### config.mk
export PLATFORM = sky130hd
export DESIGN_NAME = fswg_phase
export DESIGN_NICKNAME = d
export VERILOG_FILES = /design/src/design/fourier_series_wrench_generator_top_macros.svh /design/src/design/fswg_pkg.sv /design/src/design/fswg_phase.sv
export SDC_FILE = /design/constraint.sdc
export NUM_CORES = 1
export LEC_CHECK = 0
export BUFFER_PORTS_ARGS = -buffer_cell sky130_fd_sc_hd__buf_2
export CORE_MARGIN = 10
export CORE_UTILIZATION = 45
export DETAILED_ROUTE_END_ITERATION = 12
export HOLD_SLACK_MARGIN = 0.1
export PLACE_DENSITY_LB_ADDON = 0.05
export SLEW_MARGIN = 5
export SYNTH_ARGS = -nofsm -noshare
export SYNTH_HDL_FRONTEND = slang
export SYNTH_SLANG_ARGS = --single-unit
### constraint.sdc
create_clock -name clk -period 6.2 [get_ports clk]
set_input_delay 0.31 -clock clk [delete_from_list [all_inputs] [get_ports clk]]
set_output_delay 0.31 -clock clk [all_outputs]
set_load 0.01 [all_outputs]
### src/design/fourier_series_wrench_generator_top_macros.svh
// Assertion macros shared by the wrench generator RTL
`ifndef FOURIER_SERIES_WRENCH_GENERATOR_TOP_MACROS_SVH
`define FOURIER_SERIES_WRENCH_GENERATOR_TOP_MACROS_SVH

// checked outside reset
`define FSWG_ASSERT(lbl, prop, msg) \
  lbl: assert property (@(posedge clk) disable iff (rst) prop) else $error(msg);

// checked at every edge, reset included
`define FSWG_ASSERT_ALWAYS(lbl, prop, msg) \
  lbl: assert property (@(posedge clk) prop) else $error(msg);

`endif

### src/design/fswg_pkg.sv
// Package: widths, codes, tables and arithmetic helpers of the wrench generator
`default_nettype none

package fswg_pkg;

  localparam int PHASE_BITS   = 16;
  localparam int TRIG_BITS    = 16;
  localparam int CORDIC_STEPS = 24;
  localparam int STEP_W       = $clog2(CORDIC_STEPS);

  localparam int TIME_W     = 32;
  localparam int FREQ_W     = 24;
  localparam int COEF_W     = 32;
  localparam int FORCE_W    = 32;
  localparam int TURN_W     = 32;
  localparam int PROD_W     = FREQ_W + TIME_W;
  localparam int ANG_W      = 32;
  localparam int XY_W       = 33;
  localparam int TERM_W     = COEF_W + TRIG_BITS;
  localparam int ACC_W      = TERM_W + 3;
  localparam int CFG_IDX_W  = 3;
  localparam int CFG_DATA_W = 32;

  localparam logic signed [XY_W-1:0] CORDIC_GAIN_INV = XY_W'(64'sd652032874);

  localparam logic signed [ANG_W-1:0] ATAN_TURNS [CORDIC_STEPS] = '{
    32'sd536870912, 32'sd316933406, 32'sd167458907, 32'sd85004756,
    32'sd42667331,  32'sd21354465,  32'sd10679838,  32'sd5340245,
    32'sd2670163,   32'sd1335087,   32'sd667544,    32'sd333772,
    32'sd166886,    32'sd83443,     32'sd41722,     32'sd20861,
    32'sd10430,     32'sd5215,      32'sd2608,      32'sd1304,
    32'sd652,       32'sd326,       32'sd163,       32'sd81
  };

  localparam logic signed [XY_W:0] TRIG_HALF = (XY_W+1)'(64'sd1 <<< (30 - TRIG_BITS));
  localparam logic signed [XY_W:0] TRIG_MAX  = (XY_W+1)'((64'sd1 <<< (TRIG_BITS-1)) - 64'sd1);
  localparam logic signed [XY_W:0] TRIG_MIN  = (XY_W+1)'(-(64'sd1 <<< (TRIG_BITS-1)));

  localparam logic signed [ACC_W-1:0] ROUND_HALF = ACC_W'(64'sd1 <<< (TRIG_BITS-2));
  localparam logic signed [ACC_W-1:0] FORCE_MAX  = ACC_W'((64'sd1 <<< (FORCE_W-1)) - 64'sd1);
  localparam logic signed [ACC_W-1:0] FORCE_MIN  = ACC_W'(-(64'sd1 <<< (FORCE_W-1)));

  typedef enum logic [CFG_IDX_W-1:0] {
    CFG_DC   = 3'd0,
    CFG_COS1 = 3'd1,
    CFG_COS2 = 3'd2,
    CFG_SIN1 = 3'd3,
    CFG_SIN2 = 3'd4,
    CFG_FREQ = 3'd5
  } cfg_idx_t;

  typedef enum logic [1:0] {
    QUAD_0 = 2'd0,
    QUAD_1 = 2'd1,
    QUAD_2 = 2'd2,
    QUAD_3 = 2'd3
  } quad_t;

  typedef logic signed [TRIG_BITS-1:0] trig_t;

  typedef struct packed {
    quad_t                    quad;
    logic signed [XY_W-1:0]   x;
    logic signed [XY_W-1:0]   y;
    logic signed [ANG_W-1:0]  z;
  } cordic_lane_t;

  typedef struct packed {
    logic signed [COEF_W-1:0] dc;
    logic signed [COEF_W-1:0] cos1;
    logic signed [COEF_W-1:0] cos2;
    logic signed [COEF_W-1:0] sin1;
    logic signed [COEF_W-1:0] sin2;
  } coef_set_t;

  function automatic cordic_lane_t cordic_init(input logic [PHASE_BITS-1:0] ph);
    logic [ANG_W-1:0] ang;
    cordic_lane_t     r;
    ang    = {ph, {(ANG_W-PHASE_BITS){1'b0}}};
    r.quad = quad_t'(ang[ANG_W-1 -: 2]);
    r.x    = CORDIC_GAIN_INV;
    r.y    = '0;
    r.z    = {2'b00, ang[ANG_W-3:0]};
    return r;
  endfunction

  function automatic cordic_lane_t cordic_step(input cordic_lane_t a,
                                               input logic [STEP_W-1:0] i);
    logic signed [XY_W-1:0] dx;
    logic signed [XY_W-1:0] dy;
    cordic_lane_t           r;
    dx     = a.y >>> i;
    dy     = a.x >>> i;
    r.quad = a.quad;
    if (!a.z[ANG_W-1]) begin
      r.x = a.x - dx;
      r.y = a.y + dy;
      r.z = a.z - ATAN_TURNS[i];
    end else begin
      r.x = a.x + dx;
      r.y = a.y - dy;
      r.z = a.z + ATAN_TURNS[i];
    end
    return r;
  endfunction

  function automatic logic signed [XY_W-1:0] fold_cos(input cordic_lane_t a);
    logic signed [XY_W-1:0] r;
    case (a.quad)
      QUAD_0:  r = a.x;
      QUAD_1:  r = -a.y;
      QUAD_2:  r = -a.x;
      QUAD_3:  r = a.y;
      default: r = a.x;
    endcase
    return r;
  endfunction

  function automatic logic signed [XY_W-1:0] fold_sin(input cordic_lane_t a);
    logic signed [XY_W-1:0] r;
    case (a.quad)
      QUAD_0:  r = a.y;
      QUAD_1:  r = a.x;
      QUAD_2:  r = -a.y;
      QUAD_3:  r = -a.x;
      default: r = a.y;
    endcase
    return r;
  endfunction

  // Q2.30 to Q1.(TRIG_BITS-1), round half up, saturate
  function automatic trig_t to_trig(input logic signed [XY_W-1:0] v);
    logic signed [XY_W:0] t;
    logic signed [XY_W:0] s;
    trig_t                r;
    t = (XY_W+1)'(v) + TRIG_HALF;
    s = t >>> (31 - TRIG_BITS);
    if (s > TRIG_MAX) begin
      r = TRIG_MAX[TRIG_BITS-1:0];
    end else if (s < TRIG_MIN) begin
      r = TRIG_MIN[TRIG_BITS-1:0];
    end else begin
      r = s[TRIG_BITS-1:0];
    end
    return r;
  endfunction

endpackage

`default_nettype wire

### src/design/fswg_phase.sv
// Phase stage: frequency times time, fraction of a turn
`default_nettype none

module fswg_phase (
  input  logic                            clk,
  input  logic                            rst,
  input  logic                            en,
  input  logic                            in_valid,
  input  logic [fswg_pkg::TIME_W-1:0]     time_now,
  input  logic [fswg_pkg::FREQ_W-1:0]     base_freq,
  output logic                            out_valid,
  output logic [fswg_pkg::PHASE_BITS-1:0] phase
);
  import fswg_pkg::*;

  logic [PROD_W-1:0] prod;

  assign prod = PROD_W'(base_freq) * PROD_W'(time_now);

  always_ff @(posedge clk) begin
    if (rst) begin
      out_valid <= 1'b0;
    end else if (en) begin
      out_valid <= in_valid;
    end
  end

  always_ff @(posedge clk) begin
    if (en) begin
      phase <= prod[TURN_W-1 -: PHASE_BITS];
    end
  end

endmodule

`default_nettype wire

======== Word level (Yosys, flattened, before mapping) ========
Cells that the tools add are included.
word-level totals
  bits in registers ....................... 17
  bits in latches ......................... 0
  RAM bits ................................ 0
  memory bits (read-only) ................. 0
  input port bits ......................... 60
  word-level logic and storage cells ...... 3
  memories ................................ 0
cells by class
  add/subtract/negate cells ............... 0
  multiply operators ...................... 1
  div/mod/pow operators ................... 0
  order comparisons ....................... 0
  equal/unequal tests ..................... 0
  shifts and indexed selects .............. 0
  multiplexer cells ....................... 0
  bitwise operators ....................... 0
  reductions and logical operators ........ 0
operators with widths
  kind            number
  $mul 24x32->32  1

======== Longest topological paths before layout ========
  depth after elaboration ................. 1
  depth in mapped cells ................... 25
  depth with buffers taken out ............ 22

======== Worst setup path after synthesis ========
OpenSTA, ideal clock, no wires.
  kind .................................... input -> register
  start point ............................. in time_now[12] (netlist bit)
  end point ............................... reg phase[12] (netlist bit) (data pin)
  arrival time ............................ 6,063 ps
  slack ................................... -54 ps
  cell stages on the path ................. 21
  buffers on the path ..................... 2
  path through ............................ clkbuf_1 clkbuf_1 nand2_1 fa_1 fa_1 inv_1 fa_1 fa_1 fa_1 fa_1 inv_1 fa_1 inv_1 ha_1 a21o_1 a21o_1 a21o_1 a21oi_1 o21a_1 o221ai_1 a2111oi_2
on the way
  word-level cells in the longest chain between the ends .. 1
ends and longest elaborated chain
  what                  line              text
  from (decl)           fswg_phase.sv:9   input logic [fswg_pkg::TIME_W-1:0] time_now,
  $mul 24x32->32        fswg_phase.sv:18  assign prod = PROD_W'(base_freq) * PROD_W'(time_now);
  net prod[28]          fswg_phase.sv:16  logic [PROD_W-1:0] prod;
  to (signal assigned)  fswg_phase.sv:30  phase <= prod[TURN_W-1 -: PHASE_BITS];
  to (decl)             fswg_phase.sv:12  output logic [fswg_pkg::PHASE_BITS-1:0] phase
The timed path passes the listed nets, and every way through them passes these cells.
A chain may end at the register's enable or synchronous reset.

======== Worst setup path after layout ========
  start point ............................. in base_freq[2] (netlist bit)
  end point ............................... reg phase[15] (netlist bit) (data pin)
on the way
  word-level cells in the longest chain between the ends .. 1
ends and longest elaborated chain
  what            line              text
  from (decl)     fswg_phase.sv:10  input logic [fswg_pkg::FREQ_W-1:0] base_freq,
  $mul 24x32->32  fswg_phase.sv:18
  net prod[31]    fswg_phase.sv:16
The timed path passes the listed nets, and every way through them passes these cells.

==> impl_metrics.toml <==
[status]
status = "completed"

[finish]
drive_gt1_share_pct = 16.5
syn2layout_area_growth_pct = 17.2
nNetsFinal = 2416
mostFrequentLayoutCells = "inv_1, fa_1, and2_1"
final_common_cell = "inv_1"
diodes = 0

[cts]
cts_tree = "done"
clock_sinks = 17
cts_max_level = 1
cts_root_buf = "clkbuf_16"
cts.clk_slew.worst_paths_ps = 70
cts_buffers = 3
clk_path_buf_depth = 2
clock_latency_ps = 250
cts-hold-fix-buffers = 0

[grt]
grt_util_met3_pct = 1.70
busiest_layer = "met2"
grt_pass1_wl_um = 69000
first_global_vias = 12700
track_usage_pct = 21.4
met2_usage_pct = 37.4
antenna_found_initial = 0
grt_start_max_net_pins = 25
grtUsageMet1_pct = 27.5
gr-total-overflow = 0

[critical_path]
critPathBufInv = 8
path_class = "primary input to register"
start_kind = "primary input"
crit_path_frequent_cell = "fa_1"
critPathMaxFanout = 18
critPathCaptureType = "register"
crit_slowest_cell = "fa_1"
critPathTopFamily = "adder cells"
cp_cell_sequence = "buf_6 > buf_4 > buf_6 > and2_1 > fa_1 > inv_1 > fa_1 > inv_1 > fa_1 > ha_1 > fa_1 > inv_1 > fa_1 > fa_1 > inv_1 > ha_4 > nand3_2 > a21oi_4 > a211o_1 > a311oi_2 > buf_4 > o311a_4 > o221ai_4 > xnor2_1"
max_stage_delay_ps = 530
critPathRequiredTime_ps = 6210
cp.arrival_ps = 6030

[synth]
ys_ff_latch = 17
syn_inst = 1699
ys_seq_area_share_pct = 3.28
synth.avg_cell_area_um2 = 8.99
ys_types = 52
yosysTopAreaCellShare_pct = 50.9
ys_top_cells_by_area = "fa_1, and2_1, inv_1, ha_1, nand2_1"
async_flop_share_pct = 0
ys.warnings.count = 0
syn_nets = 2234
synth_edf_count = 16
synth_top_cell_by_area = "fa_1"
synthFlopType = "edfxtp_1"
synth_area_um2 = 15300

[timing]
min_period_ps = 6020
worstMarginPinSlew_ps = 504
skew_ps = 0
hold_viol_final = 0
maxSlewHeadroom_pct = 66.4
period_share_pct = 97.1
setup-violations-final = 0
fin_setup_tns_ps = 0
setup_ws_ps = 177
slew_viol_final = 0
fmax_mhz = 166

[place]
port_buffers = 76
pre_cts_slack_ps = -532
gp_congestion = 0.865
dpl.hpwl_um = 37100

[floorplan]
die_h_um = 204
core_area_um2 = 33500
start_util_pct = 45.5
dieWidth_um = 204
io_pins = 77
die-area_um2 = 41700
rows = 67

[drt]
drc = 0
drtIter0Drc = 483
viasPerCell = 4.77
num_vias = 11100
wire_per_inst_um = 18.4
first_pass_iters = 6
routed_wl_um = 42800
ant_nets = 0

[run]
drv_cap = 0

[worst_hold_path]
worstHoldPathType = "primary input to register"
-- metal layers --
layer | wire length (µm) | share of wire (%)
met5 | 0 | 0
met4 | 1670 | 3.9
met3 | 1460 | 3.4
met2 | 21300 | 50
met1 | 18400 | 43
-- final cells by class --
cell class / instances / area, µm²
inverters: 470 / 1760
well taps: 448 / 561
multi-input cells: 1132 / 12900
clock buffers: 4 / 78.8
fillers: 3192 / 15600
repair buffers: 257 / 2070
flip-flops and latches: 17 / 500
-- worst paths after layout --
| check | start | slack (ps) | endpoint | cells past startpoint |
|---|---|---|---|---|
| setup / recovery | base_freq[2] | 180 | phase[15] | 24 |
| hold / removal | rst | 210 | out_valid | 2 |
| setup reg to reg | out_valid | 5630 | out_valid | 2 |
| hold reg to reg | out_valid | 490 | out_valid | 2 |
-- Yosys cell counts, drive strengths merged, types with 2 or more instances --
master / number
a2111oi: 3
a21o: 12
a21oi: 14
a32oi: 2
and2: 301
and3: 2
buf: 3
clkbuf: 77
edfxtp: 16
fa: 388
ha: 87
inv: 470
nand2: 201
nand3: 6
nand4: 3
nor2: 11
nor2b: 7
nor3: 5
nor3b: 3
o21a: 2
o21ai: 9
o221ai: 2
o31ai: 2
o41ai: 2
xnor2: 42
xor2: 12
-- registers in the layout, summed over array words and instances (netlist names) --
signal     count
phase         16
out_valid      1
-- per-stage QoR --
step           hold slack, ps  area, µm²  util [%]  std cells
2_1_floorplan             382      15300         -       1699
3_3_place_gp              468      17400      52.0       2321
3_5_place_dp              471      17400      52.0       2321
4_1_cts                   202      17600      52.4       2325
5_1_grt                   211      17900      53.4       2328
6_report                  207      17900      53.4       2328
-- logic make-up after synthesis --
kind of cell,after synthesis,share of synthesized area (%)
multiplexers,1,0.0656
XOR/XNOR,55,3.34
AO/OA/AOI/OAI,59,3.04
flip-flops,17,3.28
AND/OR/NAND/NOR,542,18.7
adder cells (fa/ha/maj),475,58.0
buffers and inverters,550,13.5
-- what timing repair did --
action | 4_1_cts | 5_1_grt
gates resized for setup | 10 | 81
cloned | 0 | 2
buffers inserted | 0 | 2
pin swaps | 3 | 33
endpoints found under the setup margin | 11 | 11
Power is left out: the tool's default activity adds up to more than one toggle a clock period on the data nets, which glitch-free logic cannot reach.
